## src/sv/cmcc_pkg.sv

```systemverilog
package cmcc_pkg;

   // Stream payload widths, in bits.
   localparam int ReqDataW = 96;
   localparam int RspDataW = 88;
   localparam int CsrDataW = 48;
   localparam int CsrIndexW = 1;

   // Configuration register indexes.
   localparam logic [CsrIndexW-1:0] CsrThreshold = 1'd0;
   localparam logic [CsrIndexW-1:0] CsrWeightsEn = 1'd1;

   // Iteration counts of the shared adder.
   localparam int MulSteps = 32;
   localparam int DivSteps = 17;
   localparam int StepW = 5;

   typedef enum logic [2:0] {
      ST_IDLE,
      ST_DIFF,
      ST_MUL,
      ST_CLOSE,
      ST_DIV,
      ST_EMIT
   } cmcc_state_type;

endpackage

```

## src/sv/column_max_change_checker_unit.sv

```systemverilog
// An element that does not close a column passes through the accept (idle) and difference states.
// Closing a column adds the close state, preceded by a 32-step multiply when weights are enabled.
// Closing the matrix adds 17 divide steps and the emit state, which places the result word.
// Inside a column a new element is accepted only once the previous one has returned the sequencer to idle.
// Synchronous active-high reset clears the sequencer, all running totals and both
// configuration registers; the result register holds no word after reset.
module column_max_change_checker_unit #(
   parameter int MAX_COLUMNS = 65535
) (
   input  logic                          clock,
   input  logic                          reset,
   // Input words.
   input  logic                          req_tvalid,
   output logic                          req_tready,
   // Fields from bit 0 up: value_a[31:0], value_b[63:32], column_weight[95:64].
   input  logic [cmcc_pkg::ReqDataW-1:0] req_tdata,
   // Fields from bit 0 up: last_in_column.
   input  logic                          req_tuser,
   // last_in_matrix.
   input  logic                          req_tlast,
   // Result words.
   output logic                          rsp_tvalid,
   input  logic                          rsp_tready,
   // Fields from bit 0 up: max_difference[47:0], changed_columns[63:48],
   // changed_fraction[80:64], zero padding[87:81].
   output logic [cmcc_pkg::RspDataW-1:0] rsp_tdata,
   // Configuration writes.
   input  logic                          csr_we,
   input  logic [cmcc_pkg::CsrIndexW-1:0] csr_index,
   input  logic [cmcc_pkg::CsrDataW-1:0] csr_wdata
);
   import cmcc_pkg::*;

   localparam logic [15:0] MaxCols = 16'(MAX_COLUMNS);

   // Sequencer state.
   cmcc_state_type state_ff, state_in;
   logic [StepW-1:0] step_ff, step_in;

   // Latched input word.
   logic [31:0] a_ff, b_ff, weight_ff;
   logic        col_end_ff, mat_end_ff;

   // Configuration.
   logic [47:0] threshold_ff;
   logic        weights_en_ff;

   // Running totals.
   logic [32:0] column_peak_ff, column_peak_in;
   logic [47:0] overall_peak_ff, overall_peak_in;
   logic [15:0] changed_total_ff, changed_total_in;
   logic [15:0] column_total_ff, column_total_in;

   // Shared adder operands and the multiply / divide working registers.
   logic [33:0] alu_a, alu_b, alu_sum;
   logic        alu_sub;
   logic [33:0] acc_hi_ff, acc_hi_in;
   logic [31:0] acc_lo_ff, acc_lo_in;
   logic [15:0] rem_ff, rem_in;
   logic [16:0] dvd_ff, dvd_in;
   logic [16:0] quo_ff, quo_in;

   // Result register.
   logic                rsp_valid_ff, rsp_valid_in;
   logic [RspDataW-1:0] rsp_data_ff, rsp_data_in;

   // Helper terms.
   logic [32:0] diff, mag;
   logic [47:0] scaled;
   logic [15:0] chg_next, chg_min;
   logic        rsp_free, div_fits;

   function automatic logic [15:0] count_up(input logic [15:0] c);
      return (c < MaxCols) ? c + 16'd1 : MaxCols;
   endfunction

   assign req_tready = (state_ff == ST_IDLE);
   assign rsp_tvalid = rsp_valid_ff;
   assign rsp_tdata  = rsp_data_ff;
   assign rsp_free   = !rsp_valid_ff || rsp_tready;

   // Exact 33-bit difference and its magnitude, at most 2^32 - 1.
   assign diff = {a_ff[31], a_ff} - {b_ff[31], b_ff};
   assign mag  = diff[32] ? (~diff + 33'd1) : diff;

   // Weighted peak: product >> 16, saturated to 48 bits; with weights disabled, the unweighted column peak.
   always_comb begin
      if (weights_en_ff) begin
         scaled = (|acc_hi_ff[33:32]) ? '1 : {acc_hi_ff[31:0], acc_lo_ff[31:16]};
      end else begin
         scaled = {15'd0, column_peak_ff};
      end
   end

   // The one adder, shared by the multiply (add) and the divide (trial subtract).
   always_comb begin
      alu_a   = '0;
      alu_b   = '0;
      alu_sub = 1'b0;
      unique case (state_ff)
         ST_MUL: begin
            alu_a = acc_hi_ff;
            alu_b = {1'b0, column_peak_ff};
         end
         ST_DIV: begin
            alu_a   = {17'd0, rem_ff, dvd_ff[16]};
            alu_b   = {18'd0, column_total_ff};
            alu_sub = 1'b1;
         end
         default: begin
            alu_a = '0;
         end
      endcase
   end
   assign alu_sum  = alu_a + (alu_sub ? ~alu_b : alu_b) + {33'd0, alu_sub};
   assign div_fits = !alu_sum[33];

   assign chg_next = (scaled > threshold_ff) ? count_up(changed_total_ff) : changed_total_ff;
   assign chg_min  = (chg_next > count_up(column_total_ff)) ? count_up(column_total_ff)
                                                            : chg_next;

   // Next state.
   always_comb begin
      state_in = state_ff;
      unique case (state_ff)
         ST_IDLE: begin
            if (req_tvalid) state_in = ST_DIFF;
         end
         ST_DIFF: begin
            if (col_end_ff || mat_end_ff) begin
               state_in = weights_en_ff ? ST_MUL : ST_CLOSE;
            end else begin
               state_in = ST_IDLE;
            end
         end
         ST_MUL: begin
            if (step_ff == StepW'(MulSteps - 1)) state_in = ST_CLOSE;
         end
         ST_CLOSE: begin
            state_in = mat_end_ff ? ST_DIV : ST_IDLE;
         end
         ST_DIV: begin
            if (step_ff == StepW'(DivSteps - 1)) state_in = ST_EMIT;
         end
         ST_EMIT: begin
            if (rsp_free) state_in = ST_IDLE;
         end
         default: state_in = ST_IDLE;
      endcase
   end

   // Datapath updates per state.
   always_comb begin
      step_in          = '0;
      column_peak_in   = column_peak_ff;
      overall_peak_in  = overall_peak_ff;
      changed_total_in = changed_total_ff;
      column_total_in  = column_total_ff;
      acc_hi_in        = acc_hi_ff;
      acc_lo_in        = acc_lo_ff;
      rem_in           = rem_ff;
      dvd_in           = dvd_ff;
      quo_in           = quo_ff;
      rsp_data_in      = rsp_data_ff;
      rsp_valid_in     = rsp_valid_ff && !rsp_tready;
      unique case (state_ff)
         ST_DIFF: begin
            if (mag > column_peak_ff) column_peak_in = mag;
            acc_hi_in = '0;
            acc_lo_in = weight_ff;
         end
         ST_MUL: begin
            // Shift-add: add the peak when the low multiplier bit is set, then shift.
            step_in = step_ff + StepW'(1);
            if (acc_lo_ff[0]) begin
               acc_hi_in = {1'b0, alu_sum[33:1]};
               acc_lo_in = {alu_sum[0], acc_lo_ff[31:1]};
            end else begin
               acc_hi_in = {1'b0, acc_hi_ff[33:1]};
               acc_lo_in = {acc_hi_ff[0], acc_lo_ff[31:1]};
            end
         end
         ST_CLOSE: begin
            changed_total_in = chg_next;
            column_total_in  = count_up(column_total_ff);
            if (scaled > overall_peak_ff) overall_peak_in = scaled;
            column_peak_in = '0;
            // The dividend is chg << 16; its bits above 16 are already below the divisor.
            rem_in = {1'b0, chg_min[15:1]};
            dvd_in = {chg_min[0], 16'd0};
            quo_in = '0;
         end
         ST_DIV: begin
            step_in = step_ff + StepW'(1);
            rem_in  = div_fits ? alu_sum[15:0] : {rem_ff[14:0], dvd_ff[16]};
            dvd_in  = {dvd_ff[15:0], 1'b0};
            quo_in  = {quo_ff[15:0], div_fits};
         end
         ST_EMIT: begin
            if (rsp_free) begin
               rsp_data_in      = {7'd0, quo_ff, changed_total_ff, overall_peak_ff};
               rsp_valid_in     = 1'b1;
               column_peak_in   = '0;
               overall_peak_in  = '0;
               changed_total_in = '0;
               column_total_in  = '0;
            end
         end
         default: begin
            step_in = '0;
         end
      endcase
   end

   always_ff @(posedge clock) begin
      if (reset) begin
         state_ff         <= ST_IDLE;
         step_ff          <= '0;
         threshold_ff     <= '0;
         weights_en_ff    <= 1'b0;
         column_peak_ff   <= '0;
         overall_peak_ff  <= '0;
         changed_total_ff <= '0;
         column_total_ff  <= '0;
         rsp_valid_ff     <= 1'b0;
      end else begin
         state_ff         <= state_in;
         step_ff          <= step_in;
         column_peak_ff   <= column_peak_in;
         overall_peak_ff  <= overall_peak_in;
         changed_total_ff <= changed_total_in;
         column_total_ff  <= column_total_in;
         rsp_valid_ff     <= rsp_valid_in;
         if (csr_we) begin
            unique case (csr_index)
               CsrThreshold: threshold_ff  <= csr_wdata;
               CsrWeightsEn: weights_en_ff <= csr_wdata[0];
               default:      weights_en_ff <= weights_en_ff;
            endcase
         end
      end
   end

   // Payload registers.
   always_ff @(posedge clock) begin
      if (req_tvalid && req_tready) begin
         a_ff       <= req_tdata[31:0];
         b_ff       <= req_tdata[63:32];
         weight_ff  <= req_tdata[95:64];
         col_end_ff <= req_tuser;
         mat_end_ff <= req_tlast;
      end
      acc_hi_ff   <= acc_hi_in;
      acc_lo_ff   <= acc_lo_in;
      rem_ff      <= rem_in;
      dvd_ff      <= dvd_in;
      quo_ff      <= quo_in;
      rsp_data_ff <= rsp_data_in;
   end

   // A column can only be counted as changed when it is also counted as closed.
   a_changed_le_total: assert property (@(posedge clock) disable iff (reset)
      changed_total_ff <= column_total_ff)
      else $error("changed count exceeds column count");

   // The column count saturates at the configured maximum.
   a_total_saturates: assert property (@(posedge clock) disable iff (reset)
      column_total_ff <= MaxCols)
      else $error("column count above maximum");

   // A new result word only appears after the emit state.
   a_rsp_from_emit: assert property (@(posedge clock) disable iff (reset)
      $rose(rsp_valid_ff) |-> $past(state_ff == ST_EMIT))
      else $error("result word raised outside emit");

   // Leaving the emit state always leaves the totals cleared.
   a_clear_after_emit: assert property (@(posedge clock) disable iff (reset)
      (state_ff == ST_EMIT && rsp_free) |=> (column_total_ff == 16'd0 &&
                                           overall_peak_ff == 48'd0))
      else $error("totals not cleared after result");

endmodule
```

## config.mk

```make
export PLATFORM = sky130hd
export DESIGN_NAME = column_max_change_checker_unit
export DESIGN_NICKNAME = d
export VERILOG_FILES = /design/src/sv/cmcc_pkg.sv /design/src/sv/column_max_change_checker_unit.sv
export SDC_FILE = /design/constraint.sdc
export NUM_CORES = 1
export LEC_CHECK = 0
export ABC_AREA = 1
export BUFFER_PORTS_ARGS = -buffer_cell sky130_fd_sc_hd__buf_4
export CAP_MARGIN = 10
export CORE_MARGIN = 5
export CORE_UTILIZATION = 65
export CTS_BUF_LIST = sky130_fd_sc_hd__clkbuf_4 sky130_fd_sc_hd__clkbuf_8 sky130_fd_sc_hd__clkbuf_16
export CTS_CLUSTER_SIZE = 30
export DETAILED_ROUTE_END_ITERATION = 10
export PLACE_DENSITY_LB_ADDON = 0.1
export SYNTH_ARGS = -nofsm -noshare
export SYNTH_HDL_FRONTEND = slang
export SYNTH_SLANG_ARGS = --single-unit
```

## constraint.sdc

```tcl
create_clock -name clock -period 14.1 [get_ports clock]
set_input_delay 2.115 -clock clock [delete_from_list [all_inputs] [get_ports clock]]
set_output_delay 2.115 -clock clock [all_outputs]
set_load 0.01 [all_outputs]
```

==> metrics <==
status finished clean; GRT Overall Usage 32.06%; Cells after Synth 3,443; RSZ-0062 raised after global routing false; worst reg-to-reg setup slack 6.98 ns; Synth Area in Compound Gates 13.57%; EDFF count, synth 278; Slew Limit Fails 0; initial DRC count 2,347; smallest hold slack 0.4166 ns; adder-cell share of the synthesized area 10.01%; sequential element share of the synthesized area 43.17%; CP arrival 7.47 ns; mean post-synth cell area 7.920 µm²; crit-path max cell delay 0.71 ns; critical path class reg2reg; Reg clk slew, reported paths 0.06 ns; Reg area 0.01177 mm²; largest family of logic cells by synthesized area simple AND/OR/NAND/NOR gates; I/O Buffers 234; Critical Path Sink Type flip-flop; worst-margin pin slew 1.260 ns; CP max stage cell nand2_1; Routed Antenna Nets 0; CP Max Fanout 34; post_cts resized 0; Die ar. 0.04615 mm²; largest net degree at the start of global routing 98; ys async rst share 0%; area of the multi-input gates 0.01281 mm²; Clock Latency Late Sink 0.62 ns; Die Span Y 214.8 µm; Overflow after GRT 0; Final min period 7.121 ns; final setup vio count 0; H-tree depth 2; First-pass DRT Iterations 7; Post-Synth Simple-Gate Area 20.88%; Setup TNS Final 0 ns; ant diodes 0; Final Wtd Congestion 0.9787; HP Class reg2reg; initial antenna violation count 0; Setup crit start kind flip-flop; Peak VDD IR 0.1598 mV; maxcap violations 0; post-synthesis mux area share 0%; Num CTS Buffers 47; Post-CTS Repair Setup Buffers 0; CTS Buffer Depth 3; share of layout cells above drive strength 1 12.24%; CTS tree done; hold_buf cts 0; Initial Util 65.30%; routed via count 24,160; nets@finish 3,998; Pwr Density 193.4 mW/mm²; post-DP HPWL 57,360 µm; Critical path buffers and inverters 7; Hold Violations, Final 0; CP delay by family, top simple AND/OR/NAND/NOR gates; CP required 14.45 ns; Vias/cell 5.743; #FFs+latches synth 449; Post-Syn Area 0.02727 mm²; Final period util 50.50%; DR DRC count 0; Pleak 14.15 nW; clock root buffer clkbuf_16; Ys Warns 0; core area 0.04176 mm²; Sink Count 449; vias in the first global route 23,760; fmax 0.1404 GHz; Placement Rows 75; worst rel slew slack 15.90%; # fillers 3,187; WL/cell 18.04 µm; most frequent CP cell nand2_1; Routed Wire Length 75,890 µm; top_reg_cell synth edfxtp_1; Synth-to-Final Area Change 13.51%; Unique masters post-synth 58; I/O pins 242; Synth Area in XOR/XNOR 2.280%; first-pass GRT wire length 121,300 µm; Die X 214.8 µm; clk_skew 0.02250 ns
==> synthesized netlist by cell type, types with 8 or more instances <==
library cell | instances | area share [%]
a21oi_1 | 328 | 6.0
a22oi_1 | 33 | 0.91
a31oi_1 | 8 | 0.18
buf_1 | 10 | 0.14
buf_2 | 13 | 0.24
clkbuf_1 | 83 | 1.1
dfxtp_1 | 171 | 13
edfxtp_1 | 278 | 31
ha_1 | 215 | 9.9
inv_1 | 575 | 7.9
inv_2 | 18 | 0.25
nand2_1 | 769 | 11
nand2_2 | 33 | 0.76
nand3_1 | 175 | 3.2
nand3_2 | 15 | 0.55
nand3b_1 | 8 | 0.22
nand4_1 | 31 | 0.71
nor2_1 | 202 | 2.8
nor2_2 | 11 | 0.25
nor3_1 | 37 | 0.68
nor4_1 | 10 | 0.23
o21ai_0 | 195 | 3.6
o21ai_1 | 14 | 0.26
o21bai_1 | 8 | 0.22
o22ai_1 | 40 | 0.92
xnor2_1 | 14 | 0.45
xor2_1 | 57 | 1.8
==> worst paths after layout <==
kind	startpoint	to	cells after the start
hold reg to reg	quo_ff[16]$_SDFFCE_PN0P_	rsp_tdata[80]$_DFFE_PP_	0
hold / removal	quo_ff[16]$_SDFFCE_PN0P_	rsp_tdata[80]$_DFFE_PP_	0
setup / recovery	weights_en_ff$_SDFFE_PP0P_	rem_ff[7]$_DFFE_PP_	30
setup reg to reg	weights_en_ff$_SDFFE_PP0P_	rem_ff[7]$_DFFE_PP_	30
==> per-stage QoR <==
step                      setup WS, ns  power (W)  util (%)  cells  cell area, µm²
after detailed placement         7.302   0.004680     70.28   4118           29350
final                            6.979   0.005985     74.12   4207           30950
after global routing             6.482   0.006422     74.12   4207           30950
after CTS                        7.276   0.005955     74.06   4206           30930
after floorplan                  7.345   0.003955         -   3449           27290
after global placement           7.577   0.004574     70.28   4118           29350
==> metal layers <==
metal / share of wire [%] / global-route usage, %
met2: 49 / 55.64
met5: 0 / 0
met3: 7.1 / 5.615
met1: 39 / 39.19
met4: 5.3 / 14.62
==> power breakdown <==
group          leakage, nW  internal [W]  switching, W  total, W
combinational         9.35      0.000917       0.00196   0.00288
clock                0.800      0.000733      0.000530   0.00126
sequential            4.01       0.00174     0.0000988   0.00184
==> state kept, by name, indices dropped and copies added (netlist names), 17 cells and up <==
| signal | count |
|---|---|
| overall_peak_ff | 48 |
| weight_ff | 32 |
| column_peak_ff | 33 |
| quo_ff | 17 |
| threshold_ff | 48 |
| acc_hi_ff | 33 |
| a_ff | 32 |
| rsp_tdata | 81 |
| b_ff | 32 |
| acc_lo_ff | 32 |
==> logic make-up after synthesis <==
kind of cell / after synthesis
flops: 449
xor+xnor: 71
fa+ha+maj: 217
other cells: 1
compound gates: 676
buf+inv: 713
simple gates: 1316
==> cell type report <==
| type | instances | area share [%] |
|---|---|---|
| timing repair buffer | 248 | 6.079 |
| clock buffer | 72 | 4.543 |
| inverter | 596 | 7.227 |
| clock inverter | 16 | 0.5538 |
| multi-input combinational | 2287 | 41.39 |
| sequential | 449 | 38.03 |
| tap | 539 | 2.179 |
==> cell usage in the layout, fill, tap and decap left out, drive strengths merged, types with 4 or more instances in the layout <==
master,Yosys,layout
nand2,804,804
inv,593,596
a21oi,335,335
edfxtp,278,278
buf,34,248
nor2,219,219
ha,215,215
o21ai,211,211
nand3,191,191
dfxtp,171,171
clkbuf,83,72
xor2,57,57
nor3,42,42
o22ai,41,41
a22oi,33,33
nand4,31,31
xnor2,14,14
clkinv,3,13
nor4,11,11
o21bai,8,8
nand3b,8,8
a31oi,8,8
o211ai,7,7
o21a,7,7
conb,1,7
a211oi,6,6
or2,4,4
a21o,4,4
(Power assumes the default switching activity.)
